==> src/design/kbi_pkg.sv <==
package kbi_pkg;

	localparam int CAPACITY_DEF = 32;
	localparam int KEYWORDS_DEF = 64;
	localparam int ID_BITS_DEF  = 16;

	localparam int ID_W     = 16;
	localparam int KW_W     = 64;
	localparam int KEY_W    = 6;
	localparam int OP_W     = 2;
	localparam int STATUS_W = 2;

	localparam logic [OP_W-1:0] OP_INSERT = 2'd0;
	localparam logic [OP_W-1:0] OP_REMOVE = 2'd1;
	localparam logic [OP_W-1:0] OP_QUERY  = 2'd2;

	localparam logic [STATUS_W-1:0] STATUS_OK     = 2'd0;
	localparam logic [STATUS_W-1:0] STATUS_FULL   = 2'd1;
	localparam logic [STATUS_W-1:0] STATUS_ABSENT = 2'd2;

	typedef struct packed {
		logic [OP_W-1:0]  op;
		logic [ID_W-1:0]  entry_id;
		logic [KW_W-1:0]  keyword_bits;
		logic [KEY_W-1:0] keyword;
	} cmd_t;

	typedef struct packed {
		logic [ID_W-1:0]     match_id;
		logic                found;
		logic                last;
		logic [STATUS_W-1:0] status;
	} rsp_t;

	typedef enum logic [1:0] {
		ST_IDLE,
		ST_INSERT,
		ST_REMOVE,
		ST_QUERY
	} state_t;

endpackage

==> src/design/keyword_bitmap_index.sv <==
// Channel  | Handshake                 | Payload
// command  | start, busy (taken: start & !busy) | cmd    (kbi_pkg::cmd_t)
// result   | result_valid, one cycle   | result (kbi_pkg::rsp_t)
//
// Entries sit in one table memory sorted by id (stable among equal ids), n = fill count.
// Insert, remove and query each walk the table once through its single read port,
// one slot per cycle.
// Insert into a full table and unused op codes answer without a walk, in the cycle after the transfer.
// Reset empties the table at once (fill count to zero); no clearing pass.
// Results cannot be held off; a query delivers at most one match per cycle.
module keyword_bitmap_index #(
	parameter int CAPACITY = kbi_pkg::CAPACITY_DEF,
	parameter int KEYWORDS = kbi_pkg::KEYWORDS_DEF,
	parameter int ID_BITS  = kbi_pkg::ID_BITS_DEF
) (
	input  logic          clk,
	input  logic          arst_n,
	input  logic          start,
	input  kbi_pkg::cmd_t cmd,
	output logic          busy,
	output logic          result_valid,
	output kbi_pkg::rsp_t result
);

	import kbi_pkg::*;

	localparam int IW = (ID_BITS < ID_W) ? ID_BITS : ID_W;
	localparam int EW = IW + KEYWORDS;
	localparam int AW = $clog2(CAPACITY);
	localparam int CW = $clog2(CAPACITY + 1);

	state_t state_q, state_d;
	logic [CW-1:0] count_q, count_d;
	logic [CW-1:0] ptr_q, ptr_d;
	logic [CW-1:0] ptr_m1;
	logic flag_q, flag_d;
	logic prev_q, prev_d;
	logic [IW-1:0] pend_q, pend_d;
	logic [IW-1:0] id_q, id_d;
	logic [KEYWORDS-1:0] bm_q, bm_d;
	logic [KEY_W-1:0] kw_q, kw_d;

	logic rd_vld_s1;
	logic [AW-1:0] addr_s1;

	logic rd_en, wr_en;
	logic [AW-1:0] rd_addr, wr_addr;
	logic [EW-1:0] wr_data, rd_data;
	logic [IW-1:0] rd_id;
	logic [KEYWORDS-1:0] rd_bm;
	logic [KW_W-1:0] rd_bm_ext;
	logic kw_hit;

	logic rsp_vld_d;
	rsp_t rsp_d;
	logic result_valid_q;
	rsp_t result_q;

	kbi_mem #(
		.DEPTH(CAPACITY),
		.WIDTH(EW)
	) u_mem (
		.clk(clk),
		.wr_en(wr_en),
		.wr_addr(wr_addr),
		.wr_data(wr_data),
		.rd_en(rd_en),
		.rd_addr(rd_addr),
		.rd_data(rd_data)
	);

	assign rd_id     = rd_data[EW-1:KEYWORDS];
	assign rd_bm     = rd_data[KEYWORDS-1:0];
	assign rd_bm_ext = KW_W'(rd_bm);
	// keywords at or above KEYWORDS land on zero-extended bits
	assign kw_hit    = rd_bm_ext[kw_q];
	assign ptr_m1    = ptr_q - CW'(1);

	always_ff @(posedge clk or negedge arst_n) begin
		if (!arst_n) begin
			state_q <= ST_IDLE;
		end else begin
			state_q <= state_d;
		end
	end

	always_comb begin
		state_d   = state_q;
		count_d   = count_q;
		ptr_d     = ptr_q;
		flag_d    = flag_q;
		prev_d    = prev_q;
		pend_d    = pend_q;
		id_d      = id_q;
		bm_d      = bm_q;
		kw_d      = kw_q;
		rd_en     = 1'b0;
		rd_addr   = ptr_q[AW-1:0];
		wr_en     = 1'b0;
		wr_addr   = addr_s1;
		wr_data   = {id_q, bm_q};
		rsp_vld_d = 1'b0;
		rsp_d     = '0;
		rsp_d.last = 1'b1;
		unique case (state_q)
			ST_IDLE: begin
				if (start) begin
					id_d   = cmd.entry_id[IW-1:0];
					bm_d   = cmd.keyword_bits[KEYWORDS-1:0];
					kw_d   = cmd.keyword;
					flag_d = 1'b0;
					prev_d = 1'b0;
					ptr_d  = '0;
					case (cmd.op)
						OP_INSERT: begin
							if (count_q == CW'(CAPACITY)) begin
								rsp_vld_d    = 1'b1;
								rsp_d.status = STATUS_FULL;
							end else begin
								state_d = ST_INSERT;
								ptr_d   = count_q;
							end
						end
						OP_REMOVE: state_d = ST_REMOVE;
						OP_QUERY:  state_d = ST_QUERY;
						default:   rsp_vld_d = 1'b1;
					endcase
				end
			end
			ST_INSERT: begin
				// walk down from the top, moving larger ids up one slot
				rd_en   = (ptr_q != '0);
				rd_addr = ptr_m1[AW-1:0];
				if (rd_en) begin
					ptr_d = ptr_m1;
				end
				if (rd_vld_s1) begin
					wr_en   = 1'b1;
					wr_addr = addr_s1 + AW'(1);
					if (rd_id > id_q) begin
						wr_data = rd_data;
					end else begin
						state_d = ST_IDLE;
					end
				end else if (ptr_q == '0) begin
					wr_en   = 1'b1;
					wr_addr = '0;
					state_d = ST_IDLE;
				end
				if (state_d == ST_IDLE) begin
					count_d   = count_q + CW'(1);
					rsp_vld_d = 1'b1;
				end
			end
			ST_REMOVE: begin
				// the last entry of the run of equal ids is the newest one;
				// everything after it moves down one slot
				rd_en = (ptr_q != count_q);
				if (rd_en) begin
					ptr_d = ptr_q + CW'(1);
				end
				if (rd_vld_s1) begin
					prev_d = (rd_id == id_q);
					if (flag_q || (prev_q && rd_id != id_q)) begin
						wr_en   = 1'b1;
						wr_addr = addr_s1 - AW'(1);
						wr_data = rd_data;
						flag_d  = 1'b1;
					end
				end else if (!rd_en) begin
					if (flag_q || prev_q) begin
						count_d = count_q - CW'(1);
					end else begin
						rsp_d.status = STATUS_ABSENT;
					end
					rsp_vld_d = 1'b1;
					state_d   = ST_IDLE;
				end
			end
			ST_QUERY: begin
				// one match held back so the final one can carry last
				rd_en = (ptr_q != count_q);
				if (rd_en) begin
					ptr_d = ptr_q + CW'(1);
				end
				if (rd_vld_s1) begin
					if (kw_hit) begin
						if (flag_q) begin
							rsp_vld_d      = 1'b1;
							rsp_d.match_id = ID_W'(pend_q);
							rsp_d.found    = 1'b1;
							rsp_d.last     = 1'b0;
						end
						pend_d = rd_id;
						flag_d = 1'b1;
					end
				end else if (!rd_en) begin
					rsp_vld_d = 1'b1;
					if (flag_q) begin
						rsp_d.match_id = ID_W'(pend_q);
						rsp_d.found    = 1'b1;
					end
					state_d = ST_IDLE;
				end
			end
		endcase
	end

	always_ff @(posedge clk or negedge arst_n) begin
		if (!arst_n) begin
			count_q        <= '0;
			ptr_q          <= '0;
			flag_q         <= 1'b0;
			prev_q         <= 1'b0;
			rd_vld_s1      <= 1'b0;
			result_valid_q <= 1'b0;
		end else begin
			count_q        <= count_d;
			ptr_q          <= ptr_d;
			flag_q         <= flag_d;
			prev_q         <= prev_d;
			rd_vld_s1      <= rd_en;
			result_valid_q <= rsp_vld_d;
		end
	end

	always_ff @(posedge clk) begin
		pend_q   <= pend_d;
		id_q     <= id_d;
		bm_q     <= bm_d;
		kw_q     <= kw_d;
		addr_s1  <= rd_addr;
		result_q <= rsp_d;
	end

	assign busy         = (state_q != ST_IDLE);
	assign result_valid = result_valid_q;
	assign result       = result_q;

endmodule

==> src/design/kbi_mem.sv <==
module kbi_mem #(
	parameter int DEPTH = kbi_pkg::CAPACITY_DEF,
	parameter int WIDTH = kbi_pkg::ID_W + kbi_pkg::KW_W
) (
	input  logic                     clk,
	input  logic                     wr_en,
	input  logic [$clog2(DEPTH)-1:0] wr_addr,
	input  logic [WIDTH-1:0]         wr_data,
	input  logic                     rd_en,
	input  logic [$clog2(DEPTH)-1:0] rd_addr,
	output logic [WIDTH-1:0]         rd_data
);

	logic [WIDTH-1:0] mem [DEPTH];

	always_ff @(posedge clk) begin
		if (wr_en) begin
			mem[wr_addr] <= wr_data;
		end
	end

	always_ff @(posedge clk) begin
		if (rd_en) begin
			rd_data <= mem[rd_addr];
		end
	end

endmodule
==> config.mk <==
export PLATFORM = sky130hd
export DESIGN_NAME = keyword_bitmap_index
export DESIGN_NICKNAME = d
export VERILOG_FILES = /design/src/design/kbi_pkg.sv /design/src/design/keyword_bitmap_index.sv /design/src/design/kbi_mem.sv
export SDC_FILE = /design/constraint.sdc
export NUM_CORES = 2
export LEC_CHECK = 0
export ABC_AREA = 1
export BUFFER_PORTS_ARGS = -buffer_cell sky130_fd_sc_hd__buf_2
export CORE_MARGIN = 4
export CORE_UTILIZATION = 30
export DETAILED_ROUTE_END_ITERATION = 8
export PLACE_DENSITY = 0.44
export SETUP_SLACK_MARGIN = 0.15
export SLEW_MARGIN = 20
export SYNTH_ARGS = -nofsm -noshare
export SYNTH_HDL_FRONTEND = slang
export SYNTH_SLANG_ARGS = --single-unit
==> constraint.sdc <==
create_clock -name clk -period 19.9 [get_ports clk]
set_input_delay 5.97 -clock clk [delete_from_list [all_inputs] [get_ports clk]]
set_output_delay 5.97 -clock clk [all_outputs]
set_load 0.005 [all_outputs]
# Word-level counts from Yosys, hierarchy flattened
# Memories as Yosys holds them, arrays and structs flattened. A register that Yosys moved wholly into a read port is not among the register bits.
# Index checks and enable logic that the tools add are counted.
[totals] register_bits=145 ram_bits=2560 wordCells=142 memories=1
[memory_table] memory="u_mem.mem" depth=32 word_bits=80 read_ports=1 rd_clocked_by_memory_dff=1 write_ports=1 line="kbi_mem.sv:14" text="logic [WIDTH-1:0] mem [DEPTH];"
[op_classes] add_sub_neg=6 order_cmp=2 n_eq_ne=24 n_mux=72 n_reduce_logical=21
[ops] cell="two-way mux 80 bit" n=4
[ops] cell="one-hot mux 80 bit (2 select lines)" n=1
[ops] cell="two-way mux 6 bit" n=9
[ops] cell="two-way mux 17 bit" n=3
[ops] cell="two-way mux 18 bit" n=2
[ops] cell="two-way mux 5 bit" n=5
[ops] cell="two-way mux 1 bit" n=24
[ops] cell="inequality test 2 bit, second input constant" n=12
[ops] cell="two-way mux 2 bit" n=11
[ops] cell="one-hot mux 6 bit (3 select lines)" n=1
[ops] cell="equality test 16 bit" n=1
[ops] cell="greater-than comparator 16 bit" n=1
[ops] cell="inequality test 16 bit" n=1
[ops] cell="adder 6 x 1 -> 6 bit, second input constant" n=2
[ops] cell="one-hot mux 2 bit (3 select lines)" n=2
[ops] cell="one-hot mux 6 bit (2 select lines)" n=1
[ops] cell="subtractor 6 x 1 -> 6 bit, second input constant" n=2
[ops] cell="one-hot mux 5 bit (2 select lines)" n=1
[ops] cell="AND reduction 5 bit" n=2
[ops] cell="AND reduction 3 bit" n=3
[ops] cell="one-hot mux 1 bit (2 select lines)" n=4
[ops] cell="less-than comparator 6 x 7 -> 1 bit, second input constant" n=1
[ops] cell="binary-select mux 1 bit (select 6 bit)" n=1
[ops] cell="equality test 2 bit, second input constant" n=3
[ops] cell="21 further kinds" n=28

# Logic depth before layout (Yosys ltp)
[logic_depth] depth_word=8 depth_mapped=17 depth_no_buf=17

# Hierarchy
# A second synthesis with hierarchy kept.
[hier_totals] cells_unflattened=9400 hier_area_um2=112536.7
[by_module_without_submodules] module="kbi_mem" instances=1 cells_each=8450 area_per_inst_um2=104375.1 seq_area_each_um2=79276.0
[by_module_without_submodules] module="keyword_bitmap_index" instances=1 cells_each=950 area_per_inst_um2=8161.6 seq_area_each_um2=4013.8

# Least setup slack after synthesis
# No wires, ideal clock.
[synth_path] kind="input to register" startpoint="input start" endpoint="register bm_q[0] (enable)" setup_time_ps=440 arrival_ps=7699 slack_ps=11761 stages=2 cell_sequence="nand2_1 -> inv_1"
[synth_via] elab_chain_len=1
[synth_lines] element="start: declaration" line="keyword_bitmap_index.sv:18" text="input logic start,"
[synth_lines] element="AND reduction 2 bit (no line)"
[synth_lines] element="end signal: assignment" line="keyword_bitmap_index.sv:230" text="bm_q <= bm_d;"
[synth_lines] element="end: declaration" line="keyword_bitmap_index.sv:40" text="logic [KEYWORDS-1:0] bm_q, bm_d;"
# No other way between the ends.
# A chain may end at the register's enable or synchronous reset.

# Worst setup path in the final report
[layout_path] startpoint="register state_q[0]" endpoint="output busy"
[layout_via] elab_chain_len=1
[layout_lines] element="start: declaration" line="keyword_bitmap_index.sv:32" text="state_t state_q, state_d;"
[layout_lines] element="start signal: assignment" line="keyword_bitmap_index.sv:83" text="state_q <= state_d;"
[layout_lines] element="nonzero test 2 bit" line="keyword_bitmap_index.sv:236" text="assign busy = (state_q != ST_IDLE);"
[layout_lines] element="end: declaration" line="keyword_bitmap_index.sv:20" text="output logic busy,"
# No other way between the ends.

==> flow_summary.toml <==
[die]
area_enclosed_by_the_die_boundary_sq_um = 396000
design.portCount = 113
design.core.area_sq_um = 383000
chipHeight_um = 629
num_rows = 227
x_dimension_of_the_die_um = 629
initial_utilization = 0.302

[global_routing]
globalRouteMet2Util = 0.302
busiest_layer = "met2"
groute.layer.met1.usage = 0.253
grt_start_max_net_pins = 193
overflow = 0
initial_antenna_violation_count = 11
wire_length_of_the_first_global_routing_pass_um = 530000
first_global_vias = 72100
grt.met3_usage = 0.0199
groute.usage.overall = 0.182

[synthesis]
netlist-cell-type-count = 46
synth-main-ff-cell = "edfxtp_1"
synth.top_cells.by_area = "edfxtp_1 (71%), nand2_1 (19%), nand3_1 (2.1%)"
synthDominantAreaCellType = "edfxtp_1"
ys_ff_latch = 2785
asyncSetResetFlopFracSynth = 0.00646
yosys_warnings = 0
synth-edff-count = 2742
syn_area_sq_um = 116000
yosysTopAreaCellShare = 0.712
synthesis.nets = 10600
mapped_avg_cell_area_sq_um = 11.0
synth_seq_area_share = 0.720
synthesized_netlist_cell_count = 10500

[sta]
slew_headroom = 0.194
fin_tns_setup_ps = 0
setup_viol_count_final = 0
rsz0062_at_grt = "false"
tightest_slew_ps = 1210
setup_ws_ps = 11990
max_freq_ghz = 0.126
final.period_utilization = 0.398
finalHoldViolCount = 0
worst_clock_skew_ps = 63.2
timing_max_transition_violations_final = 0
timing.final.crit_period_ps = 7910

[place]
placement.setup.worst_slack_ps = 12320
input_output_buffers = 112
dp_hpwl_um = 171000
routabilityCongestion = 0.768

[worst_hold_path]
worst_hold_path_type = "reg2reg"
worstHoldStart = "pend_q[3]$_DFFE_PP_"
hold_depth = 2

[cells_and_area]
area_growth_syn_to_layout_pct = 13.6
finish.net_count = 10600
commonest_cells_after_routing_fill_and_taps_aside = "nand2_1 (5766), edfxtp_1 (2742), nand3_1 (484), clkbuf_16 (326), o211ai_1 (243)"
area.sequential_sq_um = 83300
multi_input_comb_area_sq_um = 29400
fillcell_total = 37700
finish.utilization = 0.343
commonest_non_fill_non_tap_cell_in_the_layout = "nand2_1"
final_layout_size_suffix_gt1_frac = 0.0709

[detailed_routing]
finalWirelength_um = 372000
wl_per_cell_um = 23.5
route.vias.total = 75700
avgViaCountPerCell = 4.79
detailedRoute.firstPassIterationCount = 6
drt_drc_violations_left = 0
number_of_drc_violations_after_detailed_routing_iteration_0 = 6780
route.antenna.remaining_nets = 0

[setup_path]
startpoint = "state_q[0]$_DFFE_PN0P_"
cp-start-kind = "flop"
cp_num_buf_inv = 3
worstPathCellList = "inv_1, ha_4, inv_1, buf_2"
critical-path-max-stage-delay_ps = 470
end_kind = "output port"
critical-path-slowest-cell = "dfrtp_1"
crit_type = "reg2out"
critPathTopFamily = "flip-flops"
cp_max_fo = 7
worstReg2RegStart = "state_q[1]$_DFFE_PN0P_"
arrival_ps = 1940
crit_cells = 4
cp_data_required_time_ps = 13930
critPathMostFrequentCell = "inv_1"
r2r.worst_path.cells = 15

[clocking]
tritoncts_clock_tree = "yes"
numCtsBuffers = 320
post_cts_buffers = 0
holdBufCountCts = 0
clk_latency_ps = 920
post_cts.resized_instances = 0
cts.htree.levels = 5
cts_root_buffer = "clkbuf_16"
worst_case_clock_buffer_depth = 4
clock_sink_count = 2785
cts.reportedPaths.clkPinSlew_ps = 60

[run]
max_cap_viol = 0

[power_and_ir_drop]
ir_drop_uv = 286
power.density_nw_per_um2 = 189
static_leakage_nw = 50.3

[outcome]
run_status = "complete, no violations"
==> stage by stage <==
stage	cell area, sq um	power [W]	std cells	hold slack, ps
2_1_floorplan	116000	0.0157	10500	439
3_3_place_gp	121000	0.0192	15200	523
3_5_place_dp	121000	0.0193	15200	513
4_1_cts	131000	0.0251	15800	512
5_1_grt	131000	0.0265	15800	549
6_report	131000	0.0248	15800	492
==> cells in the mapped netlist (all sizes together), types with 3 or more instances <==
library cell / count
nor2: 247
dfxtp: 25
buf: 434
o22ai: 3
edfxtp: 2742
nand2: 5778
dfrtp: 18
nand3: 485
xnor2: 3
ha: 33
o21ai: 108
inv: 89
clkbuf: 161
xor2: 6
a31oi: 3
a21oi: 30
nand4: 12
a32oi: 80
nor3: 4
o211ai: 243
==> tightest hold or removal path: cells and delay by family (launching register included) <==
kind | cells | cell delay, ps
buffers and inverters | 1 | 60
flip-flops | 1 | 310
AND/OR/NAND/NOR | 1 | 90
==> path summary, 6_finish.rpt <==
path,end,slack (ps)
setup / recovery,busy,11990
hold / removal,result[7]$_SDFF_PN0_,490
setup reg to reg,u_mem.rd_data[47]$_DFFE_PP_,13490
hold reg to reg,result[7]$_SDFF_PN0_,490
max in group asynchronous,count_q[1]$_DFFE_PN0P_,14510
min in group asynchronous,state_q[0]$_DFFE_PN0P_,5050
==> layer usage <==
metal  wire length [um]  vias up  part of all wire
met5                  0        -                 0
met2             175000     2065              0.47
met1             169000    37700              0.46
li1                   -    35400                 -
met3              18100      489             0.049
met4               9600        0             0.026
==> power by group <==
group	total, W	internal, W	leakage, nW	switching [W]
registers	0.00838	0.00815	25.3	0.000230
clock network	0.00572	0.00331	4.92	0.00242
logic	0.0107	0.00255	20.0	0.00814
==> registers in the layout, summed over array words and instances, names as in the netlist <==
name           flops
result_valid       1
prev_q             1
u_mem.mem       2560
u_mem.rd_data     80
kw_q               6
flag_q             1
pend_q            16
state_q            2
id_q              16
addr_s1            5
ptr_q              6
rd_vld_s1          1
result            20
count_q            6
bm_q              64
==> layout make-up <==
type / instances / area share
diodes: 3 / 0.0000571
clock buffers: 402 / 0.0643
clock inverters: 178 / 0.0124
inverters: 89 / 0.00275
multi-input cells: 7052 / 0.224
flip-flops and latches: 2785 / 0.634
well taps: 5038 / 0.0480
repair buffers: 246 / 0.0149
==> cell families (layout without fill, tap and decap cells) <==
family	count (synthesis)	after routing	synth area share
other	0	3	0
AND/OR/NAND/NOR	6533	6533	0.218
XOR/XNOR	9	9	0.000681
buffers and inverters	684	915	0.0283
flip-flops	2785	2785	0.720
AO/OA/AOI/OAI	476	476	0.0291
adder cells (fa/ha/maj)	34	34	0.00374
Power figures use the tool's default switching activity.
